==> config.mk <==
export PLATFORM = sky130hd
export DESIGN_NAME = night_sweep_stepper_sequencer_flat
export DESIGN_NICKNAME = d
export VERILOG_FILES = /design/src/rtl/nss_pkg.sv /design/src/rtl/nss_in_if.sv /design/src/rtl/nss_out_if.sv /design/src/rtl/nss_cfg_regs.sv /design/src/rtl/nss_core.sv /design/src/rtl/nss_out_buf.sv /design/src/rtl/night_sweep_stepper_sequencer.sv /design/src/flat_wrapper.sv
export SDC_FILE = /design/constraint.sdc
export NUM_CORES = 1
export LEC_CHECK = 0
export BUFFER_PORTS_ARGS = -buffer_cell sky130_fd_sc_hd__buf_2
export CAP_MARGIN = 20
export CORE_ASPECT_RATIO = 1.1
export CORE_MARGIN = 8
export CORE_UTILIZATION = 50
export DETAILED_ROUTE_END_ITERATION = 10
export GPL_TIMING_DRIVEN = 0
export MAX_ROUTING_LAYER = met4
export PLACE_DENSITY_LB_ADDON = 0.3
export SYNTH_ARGS = -nofsm -noshare
export SYNTH_HDL_FRONTEND = slang
export SYNTH_SLANG_ARGS = --single-unit
==> constraint.sdc <==
create_clock -name clk -period 4.69 [get_ports clk]
set_input_delay 0.2345 -clock clk [delete_from_list [all_inputs] [get_ports clk]]
set_output_delay 0.2345 -clock clk [all_outputs]
set_load 0.01 [all_outputs]
==> src/rtl/nss_pkg.sv <==
package nss_pkg;

  localparam int PERIOD_WIDTH = 25;
  localparam int HOLD_W       = 20;
  localparam int CYCLE_W      = 5;
  localparam int LIGHT_W      = 16;
  localparam int PAT_W        = 6;
  localparam int STEP_W       = 2;
  localparam int CFG_IDX_W    = 3;
  localparam int CFG_DATA_W   = (PERIOD_WIDTH > HOLD_W) ? PERIOD_WIDTH : HOLD_W;

  localparam logic [PERIOD_WIDTH-1:0] PERIOD_MAX   = '1;
  localparam logic [PERIOD_WIDTH-1:0] CHECK_RESET  = PERIOD_WIDTH'(64'd9843750);
  localparam logic [PERIOD_WIDTH-1:0] REST_RESET   = PERIOD_WIDTH'(64'd19687500);
  localparam logic [PERIOD_WIDTH-1:0] RUN_RESET    = PERIOD_WIDTH'(64'd9843750);
  localparam logic [HOLD_W-1:0]       SLOW_RESET   = HOLD_W'(32'd140000);
  localparam logic [HOLD_W-1:0]       FAST_RESET   = HOLD_W'(32'd17500);
  localparam logic [CYCLE_W-1:0]      CYCLES_RESET = CYCLE_W'(32'd24);

  localparam logic [PAT_W-1:0] SLOW_PATS [4] = '{6'h36, 6'h35, 6'h39, 6'h3A};
  localparam logic [PAT_W-1:0] FAST_PATS [4] = '{6'h0A, 6'h09, 6'h05, 6'h06};

  typedef enum logic [CFG_IDX_W-1:0] {
    CFG_CHECK_PERIOD   = 3'd0,
    CFG_REST_PERIOD    = 3'd1,
    CFG_RUN_PERIOD     = 3'd2,
    CFG_SLOW_HOLD      = 3'd3,
    CFG_FAST_HOLD      = 3'd4,
    CFG_CYCLES_PER_SEG = 3'd5,
    CFG_LIGHT_THRESH   = 3'd6
  } cfg_idx_t;

  localparam logic ACTION_TICK   = 1'b0;
  localparam logic ACTION_SAMPLE = 1'b1;

  typedef struct packed {
    logic [PERIOD_WIDTH-1:0] check_period;
    logic [PERIOD_WIDTH-1:0] rest_period;
    logic [PERIOD_WIDTH-1:0] run_period;
    logic [HOLD_W-1:0]       slow_hold_ticks;
    logic [HOLD_W-1:0]       fast_hold_ticks;
    logic [CYCLE_W-1:0]      cycles_per_segment;
    logic [LIGHT_W-1:0]      light_threshold;
  } cfg_t;

  typedef struct packed {
    logic [PAT_W-1:0] drive_pattern;
    logic             sweeping;
    logic             night;
  } out_item_t;

  typedef struct packed {
    logic                    sweep_active;
    logic                    use_rest_wait;
    logic [PERIOD_WIDTH-1:0] wait_count;
    logic [PERIOD_WIDTH-1:0] run_count;
    logic                    fast_segment;
    logic [STEP_W-1:0]       step_index;
    logic [CYCLE_W-1:0]      cycle_count;
    logic [HOLD_W-1:0]       hold_count;
    logic                    night_flag;
    logic [PAT_W-1:0]        pattern_reg;
  } st_t;

endpackage

==> src/rtl/nss_in_if.sv <==
interface nss_in_if;
  import nss_pkg::*;

  logic               valid;
  logic               ready;
  logic               action;
  logic [LIGHT_W-1:0] light_level;

  modport source (output valid, output action, output light_level, input ready);
  modport sink   (input valid, input action, input light_level, output ready);
endinterface

==> src/rtl/nss_out_if.sv <==
interface nss_out_if;
  import nss_pkg::*;

  logic             valid;
  logic             ready;
  logic [PAT_W-1:0] drive_pattern;
  logic             sweeping;
  logic             night;

  modport source (output valid, output drive_pattern, output sweeping, output night,
                  input ready);
  modport sink   (input valid, input drive_pattern, input sweeping, input night,
                  output ready);
endinterface

==> src/rtl/nss_cfg_regs.sv <==
module nss_cfg_regs (
  input  logic                           clk,
  input  logic                           rst_n,
  input  logic                           cfg_we,
  input  logic [nss_pkg::CFG_IDX_W-1:0]  cfg_index,
  input  logic [nss_pkg::CFG_DATA_W-1:0] cfg_wdata,
  output nss_pkg::cfg_t                  cfg
);
  import nss_pkg::*;

  cfg_t cfg_r;
  cfg_t cfg_nxt;

  always_comb begin
    cfg_nxt = cfg_r;
    if (cfg_we) begin
      unique case (cfg_index)
        CFG_CHECK_PERIOD:   cfg_nxt.check_period       = cfg_wdata[PERIOD_WIDTH-1:0];
        CFG_REST_PERIOD:    cfg_nxt.rest_period        = cfg_wdata[PERIOD_WIDTH-1:0];
        CFG_RUN_PERIOD:     cfg_nxt.run_period         = cfg_wdata[PERIOD_WIDTH-1:0];
        CFG_SLOW_HOLD:      cfg_nxt.slow_hold_ticks    = cfg_wdata[HOLD_W-1:0];
        CFG_FAST_HOLD:      cfg_nxt.fast_hold_ticks    = cfg_wdata[HOLD_W-1:0];
        CFG_CYCLES_PER_SEG: cfg_nxt.cycles_per_segment = cfg_wdata[CYCLE_W-1:0];
        CFG_LIGHT_THRESH:   cfg_nxt.light_threshold    = cfg_wdata[LIGHT_W-1:0];
        default:            cfg_nxt = cfg_r;
      endcase
    end
  end

  always_ff @(posedge clk) begin
    if (!rst_n) begin
      cfg_r.check_period       <= CHECK_RESET;
      cfg_r.rest_period        <= REST_RESET;
      cfg_r.run_period         <= RUN_RESET;
      cfg_r.slow_hold_ticks    <= SLOW_RESET;
      cfg_r.fast_hold_ticks    <= FAST_RESET;
      cfg_r.cycles_per_segment <= CYCLES_RESET;
      cfg_r.light_threshold    <= '0;
    end else begin
      cfg_r <= cfg_nxt;
    end
  end

  assign cfg = cfg_r;

endmodule

==> src/rtl/nss_core.sv <==
module nss_core (
  input  logic                        clk,
  input  logic                        rst_n,
  input  logic                        accept,
  input  logic                        action,
  input  logic [nss_pkg::LIGHT_W-1:0] light_level,
  input  nss_pkg::cfg_t               cfg,
  output nss_pkg::out_item_t          result
);
  import nss_pkg::*;

  st_t st_r;
  st_t st_nxt;

  logic [PERIOD_WIDTH-1:0] period;
  logic [PERIOD_WIDTH-1:0] run_inc;
  logic [HOLD_W-1:0]       hold_lim;
  logic [HOLD_W-1:0]       hold_inc;
  logic [STEP_W-1:0]       step_inc;
  logic [CYCLE_W-1:0]      cycle_inc;
  logic                    rest_now;

  assign period    = st_r.use_rest_wait ? cfg.rest_period : cfg.check_period;
  assign hold_lim  = st_r.fast_segment ? cfg.fast_hold_ticks : cfg.slow_hold_ticks;
  assign run_inc   = (st_r.run_count < PERIOD_MAX) ? st_r.run_count + 1'b1 : st_r.run_count;
  assign hold_inc  = st_r.hold_count + 1'b1;
  assign step_inc  = st_r.step_index + 1'b1;
  assign cycle_inc = st_r.cycle_count + 1'b1;

  always_comb begin
    st_nxt   = st_r;
    rest_now = 1'b0;
    if (accept) begin
      if (action == ACTION_SAMPLE) begin
        st_nxt.night_flag = (light_level <= cfg.light_threshold);
      end else if (st_r.sweep_active) begin
        st_nxt.run_count = run_inc;
        if (hold_inc < hold_lim) begin
          st_nxt.hold_count = hold_inc;
        end else begin
          st_nxt.hold_count = '0;
          st_nxt.step_index = step_inc;
          // A full four-pattern cycle finished: count it and maybe switch segment or end the run.
          if (step_inc == '0) begin
            st_nxt.cycle_count = cycle_inc;
            if (cycle_inc >= cfg.cycles_per_segment) begin
              st_nxt.cycle_count = '0;
              if (!st_r.fast_segment) begin
                st_nxt.fast_segment = 1'b1;
              end else if (run_inc >= cfg.run_period) begin
                rest_now             = 1'b1;
                st_nxt.sweep_active  = 1'b0;
                st_nxt.use_rest_wait = 1'b1;
                st_nxt.wait_count    = '0;
                st_nxt.night_flag    = 1'b0;
              end else begin
                st_nxt.fast_segment = 1'b0;
              end
            end
          end
          // The last pattern of a run stays on the pins.
          if (!rest_now) begin
            st_nxt.pattern_reg = st_nxt.fast_segment ? FAST_PATS[step_inc]
                                                     : SLOW_PATS[step_inc];
          end
        end
      end else begin
        if (st_r.wait_count < period) begin
          st_nxt.wait_count = st_r.wait_count + 1'b1;
        end else if (!st_r.night_flag) begin
          st_nxt.use_rest_wait = 1'b0;
          st_nxt.wait_count    = '0;
        end else if (cfg.run_period == '0) begin
          st_nxt.use_rest_wait = 1'b1;
          st_nxt.wait_count    = '0;
          st_nxt.night_flag    = 1'b0;
        end else begin
          st_nxt.sweep_active = 1'b1;
          st_nxt.run_count    = '0;
          st_nxt.fast_segment = 1'b0;
          st_nxt.step_index   = '0;
          st_nxt.cycle_count  = '0;
          st_nxt.hold_count   = '0;
          st_nxt.pattern_reg  = SLOW_PATS[0];
        end
      end
    end
  end

  always_ff @(posedge clk) begin
    if (!rst_n) begin
      st_r <= '0;
    end else begin
      st_r <= st_nxt;
    end
  end

  assign result.drive_pattern = st_nxt.pattern_reg;
  assign result.sweeping      = st_nxt.sweep_active;
  assign result.night         = st_nxt.night_flag;

`ifndef SYNTHESIS
  a_state_only_on_word: assert property (@(posedge clk) disable iff (!rst_n)
    !accept |=> $stable(st_r))
    else $error("state changed without an accepted word");
  a_sample_keeps_sweep: assert property (@(posedge clk) disable iff (!rst_n)
    (accept && action == ACTION_SAMPLE) |=>
      (st_r.sweep_active == $past(st_r.sweep_active)) && $stable(st_r.pattern_reg))
    else $error("light sample disturbed the sweep");
  a_sweep_starts_slow: assert property (@(posedge clk) disable iff (!rst_n)
    $rose(st_r.sweep_active) |-> (st_r.pattern_reg == SLOW_PATS[0]) && !st_r.fast_segment)
    else $error("sweep did not start on the first slow pattern");
  a_sweep_ends_rest: assert property (@(posedge clk) disable iff (!rst_n)
    $fell(st_r.sweep_active) |-> st_r.use_rest_wait && !st_r.night_flag
                                 && (st_r.wait_count == '0))
    else $error("sweep ended without entering the rest wait");
`endif

endmodule

==> src/rtl/nss_out_buf.sv <==
module nss_out_buf (
  input  logic               clk,
  input  logic               rst_n,
  input  logic               push,
  input  nss_pkg::out_item_t push_data,
  output logic               full,
  output logic               out_valid,
  input  logic               out_ready,
  output nss_pkg::out_item_t out_data
);
  import nss_pkg::*;

  out_item_t   ent_r [2];
  logic        wr_ptr_r;
  logic        wr_ptr_nxt;
  logic        rd_ptr_r;
  logic        rd_ptr_nxt;
  logic [1:0]  cnt_r;
  logic [1:0]  cnt_nxt;
  logic        pop;

  assign full      = (cnt_r == 2'd2);
  assign out_valid = (cnt_r != 2'd0);
  assign pop       = out_valid && out_ready;
  assign out_data  = ent_r[rd_ptr_r];

  always_comb begin
    wr_ptr_nxt = push ? ~wr_ptr_r : wr_ptr_r;
    rd_ptr_nxt = pop ? ~rd_ptr_r : rd_ptr_r;
    cnt_nxt    = cnt_r + {1'b0, push} - {1'b0, pop};
  end

  always_ff @(posedge clk) begin
    if (!rst_n) begin
      wr_ptr_r <= 1'b0;
      rd_ptr_r <= 1'b0;
      cnt_r    <= 2'd0;
    end else begin
      wr_ptr_r <= wr_ptr_nxt;
      rd_ptr_r <= rd_ptr_nxt;
      cnt_r    <= cnt_nxt;
    end
  end

  always_ff @(posedge clk) begin
    if (push) begin
      ent_r[wr_ptr_r] <= push_data;
    end
  end

`ifndef SYNTHESIS
  a_cnt_bound: assert property (@(posedge clk) disable iff (!rst_n)
    cnt_r != 2'd3)
    else $error("result buffer count out of range");
  a_no_push_full: assert property (@(posedge clk) disable iff (!rst_n)
    full |-> !push)
    else $error("word pushed into a full result buffer");
  a_ptr_match: assert property (@(posedge clk) disable iff (!rst_n)
    (cnt_r != 2'd1) |-> (wr_ptr_r == rd_ptr_r))
    else $error("result buffer pointers disagree with count");
`endif

endmodule

==> src/rtl/night_sweep_stepper_sequencer.sv <==
// Night sweep stepper sequencer. Every input word (a timer tick or a light
// sample) gives exactly one result word carrying the drive pattern, the sweep
// flag and the night mark after that word. All counters update in the cycle in
// which the word is accepted, so a word can enter on every clock; a two-word
// result buffer keeps input flowing while up to two results wait for the sink,
// and input stalls only when both are held.
// Configuration writes take effect on the next accepted word.
module night_sweep_stepper_sequencer (
  input  logic                           clk,
  input  logic                           rst_n,
  nss_in_if.sink                         in_ch,
  nss_out_if.source                      out_ch,
  input  logic                           cfg_we,
  input  logic [nss_pkg::CFG_IDX_W-1:0]  cfg_index,
  input  logic [nss_pkg::CFG_DATA_W-1:0] cfg_wdata
);
  import nss_pkg::*;

  cfg_t      cfg;
  out_item_t result;
  out_item_t out_data;
  logic      buf_full;
  logic      in_accept;

  assign in_ch.ready = !buf_full;
  assign in_accept   = in_ch.valid && !buf_full;

  nss_cfg_regs u_cfg (
    .clk       (clk),
    .rst_n     (rst_n),
    .cfg_we    (cfg_we),
    .cfg_index (cfg_index),
    .cfg_wdata (cfg_wdata),
    .cfg       (cfg)
  );

  nss_core u_core (
    .clk         (clk),
    .rst_n       (rst_n),
    .accept      (in_accept),
    .action      (in_ch.action),
    .light_level (in_ch.light_level),
    .cfg         (cfg),
    .result      (result)
  );

  nss_out_buf u_buf (
    .clk       (clk),
    .rst_n     (rst_n),
    .push      (in_accept),
    .push_data (result),
    .full      (buf_full),
    .out_valid (out_ch.valid),
    .out_ready (out_ch.ready),
    .out_data  (out_data)
  );

  assign out_ch.drive_pattern = out_data.drive_pattern;
  assign out_ch.sweeping      = out_data.sweeping;
  assign out_ch.night         = out_data.night;

endmodule
==> src/flat_wrapper.sv <==
// flat-port wrapper written by rule: the top's interface ports become plain ports
module night_sweep_stepper_sequencer_flat import nss_pkg::*;
  (clk, rst_n, cfg_we, cfg_index, cfg_wdata, in_ch_valid, in_ch_action, in_ch_light_level, in_ch_ready, out_ch_valid, out_ch_drive_pattern, out_ch_sweeping, out_ch_night, out_ch_ready);
  nss_in_if in_ch_i ();
  nss_out_if out_ch_i ();
  input  logic clk;
  input  logic rst_n;
  input  logic cfg_we;
  input  logic [nss_pkg::CFG_IDX_W-1:0] cfg_index;
  input  logic [nss_pkg::CFG_DATA_W-1:0] cfg_wdata;
  input wire logic [$bits(in_ch_i.valid)-1:0] in_ch_valid;
  input wire logic [$bits(in_ch_i.action)-1:0] in_ch_action;
  input wire logic [$bits(in_ch_i.light_level)-1:0] in_ch_light_level;
  output wire logic [$bits(in_ch_i.ready)-1:0] in_ch_ready;
  output wire logic [$bits(out_ch_i.valid)-1:0] out_ch_valid;
  output wire logic [$bits(out_ch_i.drive_pattern)-1:0] out_ch_drive_pattern;
  output wire logic [$bits(out_ch_i.sweeping)-1:0] out_ch_sweeping;
  output wire logic [$bits(out_ch_i.night)-1:0] out_ch_night;
  input wire logic [$bits(out_ch_i.ready)-1:0] out_ch_ready;
  assign in_ch_i.valid = in_ch_valid;
  assign in_ch_i.action = in_ch_action;
  assign in_ch_i.light_level = in_ch_light_level;
  assign in_ch_ready = in_ch_i.ready;
  assign out_ch_valid = out_ch_i.valid;
  assign out_ch_drive_pattern = out_ch_i.drive_pattern;
  assign out_ch_sweeping = out_ch_i.sweeping;
  assign out_ch_night = out_ch_i.night;
  assign out_ch_i.ready = out_ch_ready;
  night_sweep_stepper_sequencer u_core (.clk(clk), .rst_n(rst_n), .in_ch(in_ch_i), .out_ch(out_ch_i), .cfg_we(cfg_we), .cfg_index(cfg_index), .cfg_wdata(cfg_wdata));
endmodule
# --- Yosys cells after proc, flatten, opt, wreduce, memory -nomap -nowiden ---
# Memory sizes are Yosys's and may differ from the RTL's. A register that Yosys moved wholly into a read port is not among the register bits.
# Index checks and enable logic that the tools add are counted.
word_totals:
  latch_bits: 0
  rom_bits: 0
  elab_cells: 134
  ff_bits: 227
  input_bits: 50
  ramBits: 16
  mem_count: 1
  output_inout_bits: 10
mem_list:
  columns: ["name", "depth", "width", "read_ports", "rd_clocked_by_memory_dff", "wr", "line", "rtl"]
  rows:
  - ["u_core.u_buf.ent_r", 2, 8, 1, 1, 1, "nss_out_buf.sv:13", "out_item_t ent_r [2];"]
op_classes:
  reduce_logical: 20
  mux: 59
  bitwise_logic: 4
  multipliers: 0
  n_eq_ne: 16
  n_shift: 0
  order_cmp: 7
  n_addsub: 7
  n_div: 0
op_table:
  columns: ["operator", "n"]
  rows:
  - ["87-bit two-way mux", 2]
  - ["27-bit two-way mux", 5]
  - ["60-bit two-way mux", 2]
  - ["80-bit two-way mux", 1]
  - ["25-bit two-way mux", 3]
  - ["53-bit two-way mux", 1]
  - ["26-bit two-way mux", 2]
  - ["25-bit by 1-bit adder with 25-bit output (second input constant)", 2]
  - ["6-bit two-way mux", 8]
  - ["20-bit two-way mux", 2]
  - ["1-bit two-way mux", 26]
  - ["25-bit greater-or-equal comparator", 1]
  - ["25-bit logical NOT", 1]
  - ["25-bit less-than comparator", 1]
  - ["25-bit less-than comparator (second input constant)", 1]
  - ["6-bit binary-select mux with 2-bit select", 2]
  - ["20-bit by 1-bit adder with 20-bit output (second input constant)", 1]
  - ["20-bit less-than comparator", 1]
  - ["16-bit <= comparator", 1]
  - ["2-bit AND reduction", 7]
  - ["5-bit two-way mux", 2]
  - ["3-bit equality test (second input constant)", 3]
  - ["9-bit AND reduction", 1]
  - ["8-bit two-way mux", 1]
  - ["other kinds (26)", 36]

# --- Longest topological paths before layout ---
# Gate-level depths: netlist of the first run.
logic_depth:
  ltp_word: 17
  ltp_mapped: 18
  ltp_nobuf: 16

# --- Hierarchy ---
# From an unflattened synthesis of the first run, not the netlist that was laid out.
hier_totals:
  hier_cells: 1522
  hier_area_um2: 13686.9
by_module_without_submodules:
  columns: ["module", "cells_per_inst", "area_per_inst_um2", "instances", "seq_area_each_um2"]
  rows:
  - ["nss_core", 969, 7627.3, 1, 1741.7]
  - ["nss_cfg_regs", 503, 5228.8, 1, 2722.6]
  - ["nss_out_buf", 48, 820.8, 1, 580.6]
  - ["night_sweep_stepper_sequencer", 2, 10.0, 1, 0.0]

# --- Worst setup path after synthesis of the first run ---
# No wires, ideal clock.
synth_path:
  path_type: "reg2reg"
  startpoint: "register u_core.u_core.st_r[40] (netlist name)"
  endpoint: "register u_core.u_core.st_r[73] (netlist name)"
  path_buffers: 3
  t_required_ns: 4.618
  arrival_time_ns: 4.078
  setup_time_ns: 0.072
  period_less_slack_ns: 4.150
  stages_incl_launch_ff: 17
  path_slack_ns: 0.540
  path_cell_list: "dfxtp_1 > clkbuf_1 > nand4_1 > nor4_1 > and2_1 > and4_1 > mux2_2 > ha_1 > nand4_1 > nor4_2 > nor4b_1 > o21ai_1 > or3_1 > buf_4 > buf_6 > a211oi_2 > mux2i_1"
synth_via:
  elab_chain_len: 5
  elab_cells_between_ends: 6
  classes_between: "add/sub (1); order compare (2); eq/ne (1); mux (1); reduce/logical (1)"
synth_lines:
  columns: ["element", "line", "rtl"]
  rows:
  - ["start, declared", "nss_core.sv:12", "st_t st_r;"]
  - ["start signal, assigned", "nss_core.sv:94", "st_r <= st_nxt;"]
  - ["25-bit by 1-bit adder with 25-bit output / 25-bit less-than comparator (equally long branches)", "nss_core.sv:25", "assign run_inc = (st_r.run_count < PERIOD_MAX) ? st_r.run_count + 1'b1 : st_r.run_count;"]
  - ["25-bit two-way mux *", "nss_core.sv:25", null]
  - ["25-bit greater-or-equal comparator *", "nss_core.sv:50", "end else if (run_inc >= cfg.run_period) begin"]
  - ["2-bit by 1-bit != test with 1-bit output (no line) *", null, null]
  - ["8-bit AND reduction (no line) *", null, null]
# Mark *: on every way between the ends. The rest lies on a longest branch, timed or not.
# A chain may end at the register's enable or synchronous reset.

# --- Final worst setup path of the first run ---
layout_path:
  startpoint: "register u_core.u_core.st_r[7] (netlist name)"
  endpoint: "register u_core.u_core.st_r[75] (netlist name)"
layout_via:
  elab_chain_len: 4
layout_lines:
  columns: ["element", "line", "rtl"]
  rows:
  - ["20-bit by 1-bit adder with 20-bit output", "nss_core.sv:26", "assign hold_inc = st_r.hold_count + 1'b1;"]
  - ["20-bit less-than comparator", "nss_core.sv:38", "if (hold_inc < hold_lim) begin"]
  - ["2-bit != test (no line)", null, null]
  - ["8-bit AND reduction (no line)", null, null]
# Every way passes these cells.

==> summary.txt, run 1 <==
Routing
  • Drt first pass iters: 5
  • Post-DRT Antenna Nets: 0
  • DRC viols: 0
  • Avg WL per Cell: 18.3 um
  • Total wire length: 37.8 mm
  • Vias per Instance: 5.79
  • Via Count: 12,000
  • Initial drt markers: 929

Worst setup path
  • Critical path endpoint: u_core.u_core.st_r[75]
  • CP startpoint kind: register
  • Worst r2r dst: u_core.u_core.st_r[75]
  • Req. time, crit path: 5.15 ns
  • Worst reg-to-reg setup slack: 0.23 ns
  • CP endpoint kind: register
  • Worst r2r src: u_core.u_core.st_r[7]
  • CP Buf/Inv Count: 2
  • Kind of cell adding the most delay to the critical path: simple AND/OR/NAND/NOR gates
  • CP Class: reg -> reg
  • Worst reg-to-reg path cell count: 17
  • Critical Path Start: u_core.u_core.st_r[7]
  • Crit path max-delay cell type: or3_4
  • Crit path largest cell delay: 0.48 ns
  • CP max FO: 10
  • Crit-path cells: ha_2 -> nand3_1 -> or3_4 -> nor2_2 -> and2_2 -> nand4_1 -> xnor2_1 -> ha_1 -> nand4_1 -> a211o_1 -> a31oi_4 -> o21ai_2 -> or3_1 -> buf_4 -> buf_2 -> a21oi_1 -> mux2i_1
  • Most common cell on crit path: nand4_1
  • Data arrival, critical path: 4.93 ns
  • Stages on the worst setup path: 17

Timing
  • Final Skew: 0.0192 ns
  • Slew headroom: 21.3%
  • Hold Slack: 0.0313 ns
  • Fmax: 224 MHz
  • Final period util: 95.2%
  • PnR worst setup slack: 0.225 ns
  • Fin crit period: 4.46 ns
  • Setup violators final: 0
  • Final hold viol count: 0
  • RSZ-0062 raised after global routing: no
  • Worst Max-Slew Pin Slew: 1.17 ns
  • Slew Limit Fails: 0

Synth
  • Synth Flop Type: dfxtp_1
  • Yosys warnings: 0
  • Seq/Total Area, Yosys: 38.4%
  • Post-synth top cells: nand2_1 (349), dfxtp_1 (228), a21oi_1 (173)
  • Post-synth ARST share: 0%
  • Post-synth net total: 1,752
  • Post-synth top area share: 34.7%
  • Post-synth top area cell: dfxtp_1
  • Mapped Cells: 1,606
  • Synthesized area per cell: 8.19 um2
  • EDFF count, synth: 16
  • Yosys cell types: 67
  • Mapped Area: 13,200 um2
  • Count leader, synth: nand2_1
  • Register bit total from synthesis: 244
  • Synth area leaders: dfxtp_1 (35%), nand2_1 (10%), ha_1 (9.1%)

Placed design
  • Gpl congestion: 0.912
  • Detail Placement HPWL: 27.7 mm
  • Placed inst area: 13,900 um2
  • Setup WS pre-CTS: -0.741 ns
  • Input/output buffers: 59

GRT
  • GRT Total Usage: 24.3%
  • Initial antenna violation count: 0
  • Met2 Usage GRT: 39.8%
  • GRT busiest layer: met2
  • Largest net degree at the start of global routing: 15
  • GR Util met1: 30.9%
  • Vias in the first global route: 11,200
  • Global routing usage on met3: 2.52%
  • Grt ovf: 0
  • Global-route wire length before repair: 60.0 mm

Outcome
  • Status: finished, final reports clean

Floorplan
  • I/O pins: 60
  • Die area: 31,800 um2
  • Die H: 186 um
  • Core area: 26,000 um2
  • Starting Density: 50.6%
  • Num rows: 62
  • Die W: 171 um

Final layout
  • Core Util, Final: 57.6%
  • Multi-input logic area: 7650 um2
  • Fillers: 2,364
  • Area growth syn-to-layout: 13.9%
  • Storage cell area: 5050 um2
  • N_diodes: 0
  • Final instance area: 15,000 um2
  • Final nets: 1,848
  • Share of layout cells above drive strength 1: 10.4%

Clock tree
  • Num CTS Buffers: 25
  • Level count of the clock H-tree: 1
  • Bufs on Longest Clock Path: 3
  • TritonCTS clock tree: done
  • Reg clk slew, reported paths: 0.06 ns
  • CTS root buf: clkbuf_16
  • Clock latency on the worst-skew pair: 0.54 ns
  • Clock sink count: 244

Run
  • # Max-Cap Violations: 0

Min path
  • Worst min-delay path class: in -> reg

Power
  • Pleak: 5.77 nW
  • Peak supply drop: 0.312 mV
  • P per Cell Area: 316 nW/um2
worst reg2reg max path: cells and delay by family (launching register included):
| family | cells | cell delay [ns] |
|---|---|---|
| AO/OA/AOI/OAI | 4 | 0.92 |
| XOR/XNOR | 1 | 0.17 |
| adder cells (fa/ha/maj) | 2 | 0.55 |
| buffers and inverters | 2 | 0.41 |
| flip-flops | 1 | 0.39 |
| multiplexers | 1 | 0.20 |
| AND/OR/NAND/NOR | 7 | 1.76 |
through the flow:
stage / cells / setup TNS [ns] / power (mW)
after floorplan: 1606 / 0 / 2.50
after global placement: 2017 / -21.26 / 2.67
after detailed placement: 2017 / -27.27 / 2.68
after CTS: 2069 / 0 / 4.77
after global routing: 2073 / 0 / 4.90
final: 2073 / 0 / 4.74
cells by family (layout without fill, tap and decap cells):
logic type / after synthesis / after routing / synth area share [%]
AO/OA/AOI/OAI: 306 / 306 / 14.1
multiplexers: 89 / 89 / 6.91
AND/OR/NAND/NOR: 677 / 677 / 23.8
buffers and inverters: 145 / 260 / 4.47
XOR/XNOR: 49 / 49 / 3.26
flip-flops: 244 / 244 / 38.4
adder cells (fa/ha/maj): 96 / 96 / 9.13
placed cells by master, fill, tap and decap left out, types with 10 or more instances in the layout:
| cell | synthesis | routed |
|---|---|---|
| o211ai_1 | 13 | 13 |
| nor3_1 | 22 | 22 |
| and2_1 | 14 | 12 |
| clkbuf_1 | 63 | 61 |
| nor2_1 | 64 | 62 |
| mux2i_1 | 78 | 78 |
| xnor2_1 | 32 | 32 |
| buf_2 | 11 | 70 |
| nand2_1 | 349 | 348 |
| dfxtp_1 | 228 | 222 |
| a21oi_1 | 173 | 173 |
| nand3_1 | 104 | 103 |
| and3_1 | 13 | 13 |
| a31oi_1 | 13 | 12 |
| nand3b_1 | 29 | 29 |
| mux2_2 | 10 | 10 |
| ha_1 | 96 | 95 |
| inv_1 | 59 | 59 |
| o21ai_0 | 33 | 33 |
| xor2_1 | 17 | 17 |
| nand4_1 | 32 | 32 |
| edfxtp_1 | 16 | 16 |
| clkbuf_16 | 0 | 25 |
flip-flops by register name, indices dropped and copies added (netlist names), named ones only:
name,flops
u_core.u_cfg.cfg,136
u_core.u_core.st_r,87
u_core.u_buf.ent_r,16
u_core.u_buf.cnt_r,2
u_core.u_buf.rd_ptr_r,1
u_core.u_buf.wr_ptr_r,1
routing by layer:
metal  vias up  wire length [um]
li1       5826                 -
met1      5669             16500
met2       425             17800
met3        84              2170
met4         0              1280
met5         -                 0
worst min-delay path by stage:
stage / start / endpoint / cells past startpoint / slack, ns
2_1_floorplan: cfg_wdata[14] / u_core.u_cfg.cfg[100] / 2 / 0.36
3_3_place_gp: u_core.u_core.st_r[22] / u_core.u_core.st_r[22] / 2 / 0.44
3_5_place_dp: u_core.u_cfg.cfg[86] / u_core.u_cfg.cfg[86] / 2 / 0.45
4_1_cts: cfg_wdata[16] / u_core.u_cfg.cfg[102] / 3 / 0.005
5_1_grt: cfg_wdata[16] / u_core.u_cfg.cfg[102] / 3 / 0.01
6_report: cfg_wdata[16] / u_core.u_cfg.cfg[102] / 3 / 0.03
power by group:
part | internal, mW | switching [mW]
Clock | 1.25 | 0.853
Combinational | 0.162 | 0.280
Sequential | 2.16 | 0.0331
cell type report:
type | count | area share (%)
flip-flops and latches | 244 | 33.7
inverters | 60 | 1.50
well taps | 352 | 2.94
clock buffers | 32 | 4.55
plain buffers | 84 | 2.45
multi-input cells | 1217 | 51.0
repair buffers | 70 | 2.61
clock inverters | 14 | 1.16
repair_timing:
item,in CTS,in global routing
resized for setup,13,29
pin swaps,1,7
setup buffers,2,4
hold buffers,5,0
hold endpoints to repair,13,0
setup endpoints to repair,50,48
(Power assumes the default switching activity.)
==> run 2, diff against run 1 <==
--- a/config.mk
+++ b/config.mk
@@ -5,15 +5,16 @@
 export SDC_FILE = /design/constraint.sdc
 export NUM_CORES = 1
 export LEC_CHECK = 0
-export BUFFER_PORTS_ARGS = -buffer_cell sky130_fd_sc_hd__buf_2
 export CAP_MARGIN = 20
 export CORE_ASPECT_RATIO = 1.1
 export CORE_MARGIN = 8
 export CORE_UTILIZATION = 50
 export DETAILED_ROUTE_END_ITERATION = 10
+export DONT_BUFFER_PORTS = 1
 export GPL_TIMING_DRIVEN = 0
 export MAX_ROUTING_LAYER = met4
-export PLACE_DENSITY_LB_ADDON = 0.3
+export PLACE_DENSITY = 0.67
+export SKIP_LAST_GASP = 1
 export SYNTH_ARGS = -nofsm -noshare
 export SYNTH_HDL_FRONTEND = slang
 export SYNTH_SLANG_ARGS = --single-unit
==> summary.txt, run 2 (synthesis results as in run 1) <==
Outcome
  • Status: finished, final reports clean (unchanged)

Clock tree
  • Reg clk slew, reported paths: 0.06 ns (about the same)
  • Num CTS Buffers: 27 (was 25)
  • CTS root buf: clkbuf_16 (unchanged)
  • Clock latency on the worst-skew pair: 0.55 ns (was 0.54 ns)
  • Level count of the clock H-tree: 1 (unchanged)
  • Bufs on Longest Clock Path: 3 (unchanged)
  • Clock sink count: 244 (unchanged)
  • TritonCTS clock tree: done (unchanged)

GRT
  • Initial antenna violation count: 4 (was 0)
  • Largest net degree at the start of global routing: 14 (was 15)
  • Grt ovf: 0 (unchanged)
  • Vias in the first global route: 11,300 (was 11,200)
  • Global-route wire length before repair: 61.5 mm (was 60.0 mm)
  • GRT Total Usage: 25.3% (was 24.3%)

Power
  • Clock share of power: 46.4% (was 44.3%)
  • Switching share of power: 24.2% (was 24.6%)
  • Reg power frac: 45.1% (was 46.4%)
  • Switching pwr: 1.18 mW (was 1.17 mW)
  • Int Power: 3.69 mW (was 3.57 mW)
  • P per Cell Area: 324 nW/um2 (was 316 nW/um2)
  • Pleak: 5.70 nW (was 5.77 nW)
  • Proportion of power drawn by combinational gates: 8.5% (was 9.3%)
  • Peak supply drop: 0.442 mV (was 0.312 mV)

Placed design
  • Placed inst area: 13,600 um2 (was 13,900 um2)
  • Detail Placement HPWL: 28.6 mm (was 27.7 mm)
  • Input/output buffers: 0 (was 59)
  • Gpl congestion: 0.897 (was 0.912)
  • Inst Count DP: 1,958 (was 2,017)

Timing
  • Worst Max-Slew Pin Slew: 0.844 ns (was 1.17 ns)
  • Final setup TNS: 0 ns (unchanged)
  • Slew Limit Fails: 0 (unchanged)
  • Setup violators final: 0 (unchanged)
  • Slew headroom: 43.3% (was 21.3%)
  • Final Skew: 0.0259 ns (was 0.0192 ns)
  • Fmax: 221 MHz (was 224 MHz)
  • Final hold viol count: 0 (unchanged)
  • Fin crit period: 4.53 ns (was 4.46 ns)
  • Final period util: 96.5% (was 95.2%)

Routing
  • Vias per Instance: 5.84 (was 5.79)
  • Initial drt markers: 944 (was 929)
  • Post-DRT Antenna Nets: 0 (unchanged)
  • Avg WL per Cell: 19.3 um (was 18.3 um)
  • Total wire length: 39.5 mm (was 37.8 mm)
  • Drt first pass iters: 7 (was 5)
  • DRC viols: 0 (unchanged)
  • Via Count: 12,000 (about the same)

Worst setup path
  • Worst reg-to-reg setup slack: 0.16 ns (was 0.23 ns)
  • CP startpoint kind: register (unchanged)
  • CP endpoint kind: register (unchanged)
  • Worst r2r src: u_core.u_core.st_r[43] (was u_core.u_core.st_r[7])
  • Data arrival, critical path: 5.00 ns (was 4.93 ns)
  • CP max FO: 10 (unchanged)
  • Critical Path Start: u_core.u_core.st_r[43] (was u_core.u_core.st_r[7])
  • Worst reg-to-reg path cell count: 16 (was 17)
  • Worst r2r dst: u_core.u_core.st_r[71] (was u_core.u_core.st_r[75])
  • Critical path endpoint: u_core.u_core.st_r[71] (was u_core.u_core.st_r[75])
  • Req. time, crit path: 5.17 ns (was 5.15 ns)
  • CP Class: reg -> reg (unchanged)

Floorplan
  • Die H: 186 um (unchanged)
  • Core area: 26,000 um2 (unchanged)
  • Die area: 31,800 um2 (unchanged)
  • I/O pins: 60 (unchanged)
  • Num rows: 62 (unchanged)
  • Starting Density: 50.6% (unchanged)
  • Die W: 171 um (unchanged)

Final layout
  • Commonest non-fill, non-tap cells in the layout: nand2_1 (349), dfxtp_1 (226), a21oi_1 (173) (was nand2_1 (348), dfxtp_1 (222), a21oi_1 (173))
  • Final nets: 1,818 (was 1,848)
  • Max reg flops: 136 (unchanged)
  • Fillers: 2,348 (was 2,364)
  • Multi-input logic area: 7630 um2 (was 7650 um2)
  • Final std cells w/o fill: 2,050 (was 2,073)
  • Storage cell area: 5050 um2 (about the same)
  • Core Util, Final: 57.8% (was 57.6%)
  • Final instance area: 15,000 um2 (about the same)
  • Area growth syn-to-layout: 14.3% (was 13.9%)
  • Commonest non-fill, non-tap cell in the layout: nand2_1 (unchanged)
  • Share of layout cells above drive strength 1: 7.27% (was 10.4%)

Min path
  • HP Start: in_ch_action (was cfg_wdata[16])
  • Worst min-delay path class: in -> reg (unchanged)

Run
  • # Max-Cap Violations: 0 (unchanged)
[run 2: worst min-delay path by stage]
stage,to,slack [ns],cells past startpoint
2_1_floorplan,u_core.u_cfg.cfg[100],0.36,2
3_3_place_gp,u_core.u_cfg.cfg[121],0.36,2
3_5_place_dp,u_core.u_cfg.cfg[128],0.37,2
4_1_cts,u_core.u_core.st_r[58],0.01,3
5_1_grt,u_core.u_core.st_r[58],0.03,3
6_report,u_core.u_core.st_r[58],0.06,3
[run 2: metrics by stage]
step                      power [mW]  worst slack (ns)  hold WS, ns
after detailed placement        2.60            -0.843        0.367
final                           4.87             0.163       0.0551
after floorplan                 2.50             0.540        0.358
after global routing            5.04           -0.0277       0.0318
after global placement          2.59            -0.781        0.361
after CTS                       4.90            0.0185       0.0120
[run 2: repair_timing]
action                                 in CTS  in global routing
hold buffers                               29                  0
setup endpoints to repair                  51                 51
pin swaps                                   0                  5
gates resized for setup                     8                 20
buffers inserted                            0                  8
endpoints found under the hold margin     137                  0
[run 2: routing by layer]
layer,up-vias,GRT usage (%),share of wire (%)
met5,-,-,0
met4,0,9.16,3.0
met3,85,4.62,7.2
met2,427,41.4,47
met1,5689,30.8,43
li1,5779,-,-
[run 2: area by class of cell]
cell class	instances	share of cell area (%)
Antenna cell	7	0.117
Timing Repair Buffer	38	2.36
Buffer	84	2.42
Sequential cell	244	33.6
Tap cell	352	2.93
Clock inverter	13	1.14
Clock buffer	35	5.17
Multi-Input combinational cell	1217	50.8
Inverter	60	1.50
[run 2: critical path: stages, from the launching register on]
cell and delay (ns):
dfxtp_1 0.44, nand4_1 0.24, nor4_4 0.25, buf_4 0.19, and2_1 0.22, and4_1 0.22, mux2_2 0.35, ha_1 0.32
nand4_1 0.17, nor4_2 0.25, nor4b_4 0.38, o21ai_1 0.22, or3_1 0.42, buf_4 0.19, buf_2 0.19, a21oi_1 0.20
mux2i_1 0.20
[run 2: power groups by stage]
stage	logic [mW]	clock network, mW	registers [mW]
after global placement	0.351	0	2.24
after global routing	0.454	2.38	2.20
after floorplan	0.268	0	2.23
after CTS	0.413	2.29	2.20
final	0.413	2.26	2.20
after detailed placement	0.358	0	2.24
==> run 3, diff against run 2 <==
--- a/config.mk
+++ b/config.mk
@@ -5,16 +5,18 @@
 export SDC_FILE = /design/constraint.sdc
 export NUM_CORES = 1
 export LEC_CHECK = 0
+export BUFFER_PORTS_ARGS = -buffer_cell sky130_fd_sc_hd__buf_2
 export CAP_MARGIN = 20
 export CORE_ASPECT_RATIO = 1.1
 export CORE_MARGIN = 8
 export CORE_UTILIZATION = 50
+export CTS_BUF_LIST = sky130_fd_sc_hd__clkbuf_16
 export DETAILED_ROUTE_END_ITERATION = 10
-export DONT_BUFFER_PORTS = 1
 export GPL_TIMING_DRIVEN = 0
 export MAX_ROUTING_LAYER = met4
-export PLACE_DENSITY = 0.67
+export PLACE_DENSITY = 0.69
 export SKIP_LAST_GASP = 1
+export SLEW_MARGIN = 0
 export SYNTH_ARGS = -nofsm -noshare
 export SYNTH_HDL_FRONTEND = slang
 export SYNTH_SLANG_ARGS = --single-unit
==> summary.txt, run 3 (synthesis results as in run 1) <==
Outcome
  • Status: finished, final reports clean (unchanged)

Worst setup path
  • CP startpoint kind: register (unchanged)
  • Worst reg-to-reg setup slack: 0.19 ns (was 0.16 ns)
  • CP endpoint kind: register (unchanged)
  • Most common cell on crit path: nand4_1
  • Worst reg-to-reg path cell count: 17 (was 16)
  • Crit path largest cell delay: 0.46 ns (was 0.44 ns)
  • CP max FO: 10 (unchanged)
  • Crit-path cells: ha_2 -> nand3_2 -> or3_4 -> nor2_2 -> and2_1 -> nand4_1 -> xnor2_1 -> ha_1 -> nand4_1 -> a211o_1 -> a31oi_4 -> o21ai_2 -> or3_1 -> buf_4 -> buf_2 -> a21oi_1 -> mux2i_1 (was nand4_1 -> nor4_4 -> buf_4 -> and2_1 -> and4_1 -> mux2_2 -> ha_1 -> nand4_1 -> nor4_2 -> nor4b_4 -> o21ai_1 -> or3_1 -> buf_4 -> buf_2 -> a21oi_1 -> mux2i_1)
  • Data arrival, critical path: 4.96 ns (was 5.00 ns)
  • Crit path max-delay cell type: or3_4 (was dfxtp_1)
  • CP Class: reg -> reg (unchanged)
  • Req. time, crit path: 5.15 ns (was 5.17 ns)

Floorplan
  • I/O pins: 60 (unchanged)
  • Num rows: 62 (unchanged)
  • Die W: 171 um (unchanged)
  • Die area: 31,800 um2 (unchanged)
  • Core area: 26,000 um2 (unchanged)
  • Die H: 186 um (unchanged)
  • Starting Density: 50.6% (unchanged)

Timing
  • Final Skew: 0.0137 ns (was 0.0259 ns)
  • Final period util: 95.9% (was 96.5%)
  • Fmax: 222 MHz (was 221 MHz)
  • Worst Max-Slew Pin Slew: 1.03 ns (was 0.844 ns)
  • RSZ-0062 raised after global routing: no
  • Slew Limit Fails: 0 (unchanged)
  • Setup violators final: 0 (unchanged)
  • Final hold viol count: 0 (unchanged)
  • Fin crit period: 4.50 ns (was 4.53 ns)
  • PnR worst setup slack: 0.191 ns (was 0.163 ns)
  • Slew headroom: 30.7% (was 43.3%)

Routing
  • Via Count: 12,000 (about the same)
  • Vias per Instance: 5.76 (was 5.84)
  • Avg WL per Cell: 18.5 um (was 19.3 um)
  • Initial drt markers: 896 (was 944)
  • Total wire length: 38.4 mm (was 39.5 mm)
  • Drt first pass iters: 6 (was 7)
  • DRC viols: 0 (unchanged)
  • Post-DRT Antenna Nets: 0 (unchanged)

Final layout
  • Commonest non-fill, non-tap cell in the layout: nand2_1 (unchanged)
  • Final nets: 1,848 (was 1,818)
  • Commonest non-fill, non-tap cells in the layout: nand2_1 (349), dfxtp_1 (218), a21oi_1 (172) (was nand2_1 (349), dfxtp_1 (226), a21oi_1 (173))
  • Area growth syn-to-layout: 13.6% (was 14.3%)
  • Max reg flops: 136 (unchanged)
  • Share of layout cells above drive strength 1: 10.3% (was 7.27%)
  • Core Util, Final: 57.5% (was 57.8%)
  • Fillers: 2,393 (was 2,348)

Clock tree
  • Level count of the clock H-tree: 1 (unchanged)
  • Bufs on Longest Clock Path: 3 (unchanged)
  • Reg clk slew, reported paths: 0.07 ns (was 0.06 ns)
  • Clock sink count: 244 (unchanged)
  • Clock latency on the worst-skew pair: 0.54 ns (was 0.55 ns)
  • TritonCTS clock tree: done (unchanged)
  • Num CTS Buffers: 26 (was 27)
  • CTS root buf: clkbuf_16 (unchanged)

GRT
  • Global-route wire length before repair: 60.6 mm (was 61.5 mm)
  • Vias in the first global route: 11,400 (was 11,300)
  • Largest net degree at the start of global routing: 15 (was 14)
  • GRT Total Usage: 24.6% (was 25.3%)
  • Grt ovf: 0 (unchanged)
  • Initial antenna violation count: 1 (was 4)

Min path
  • Worst min-delay path class: in -> reg (unchanged)
  • Hold path depth: 3 (unchanged)

Power
  • Pleak: 5.77 nW (was 5.70 nW)
  • P per Cell Area: 310 nW/um2 (was 324 nW/um2)
  • Peak supply drop: 0.290 mV (was 0.442 mV)

Placed design
  • Setup WS pre-CTS: -0.725 ns (was -0.843 ns)
  • Input/output buffers: 59 (was 0)
  • Detail Placement HPWL: 27.9 mm (was 28.6 mm)
  • Gpl congestion: 0.911 (was 0.897)

Run
  • # Max-Cap Violations: 0 (unchanged)
run 3: cell count changes in the layout (fill, tap and decap cells not counted), sizes merged:
cell	previous run	this run
inv	61	68
dlygate4sd3	29	5
buf	30	84
diode	7	1
clkinv	7	11
bufinv	4	2
clkbuf	98	90
run 3: metal layers:
metal	share of wire [%]	global-route usage [%]
met2	47	40.6
met5	0	-
met3	5.7	3.18
met1	43	30.5
met4	3.3	8.67
run 3: layout make-up:
type	count	area, um2	area share [%]
Antenna cell	1	2.50	0.0168
Tap cell	352	440	2.95
Inverter	60	225	1.51
Buffer	84	364	2.44
Sequential cell	244	5060	33.9
Timing Repair Buffer	69	383	2.56
Multi-Input combinational cell	1217	7650	51.2
Clock inverter	22	163	1.09
Clock buffer	26	651	4.36
run 3: worst paths after layout:
kind / to / from
max: u_core.u_core.st_r[76] / u_core.u_core.st_r[7]
min: u_core.u_cfg.cfg[57] / cfg_wdata[16]
max reg2reg: u_core.u_core.st_r[76] / u_core.u_core.st_r[7]
min reg2reg: u_core.u_cfg.cfg[42] / u_core.u_cfg.cfg[42]
run 3: report_power, final:
part	internal, mW	switching (mW)
Combinational	0.163	0.282
Clock	1.12	0.866
Sequential	2.17	0.0337
Total	3.45	1.18
run 3: repair_timing:
item,in CTS,in global routing
setup buffers,2,2
hold buffers,5,0
gates resized for setup,15,26
endpoints found under the setup margin,50,42
pin swaps,1,4
hold endpoints to repair,14,0
run 3: critical path: cells and delay by family, from the launching register on:
kind,cells,cell delay (ns)
simple gates,7,1.74
compound gates,4,0.91
fa+ha+maj,2,0.56
buf+inv,2,0.41
flops,1,0.40
mux,1,0.21
xor+xnor,1,0.18
run 3: metrics by stage:
step           TNS (ns)  instances  hold slack, ns  cell area, um2  total power [mW]
4_1_cts               0       2071          0.0115           14800              4.66
3_5_place_dp     -24.69       2017           0.446           13900              2.68
3_3_place_gp     -19.73       2017           0.441           13900              2.67
6_report              0       2075          0.0335           14900              4.63
5_1_grt               0       2075          0.0245           14900              4.79
2_1_floorplan         0       1606           0.358           13200              2.50
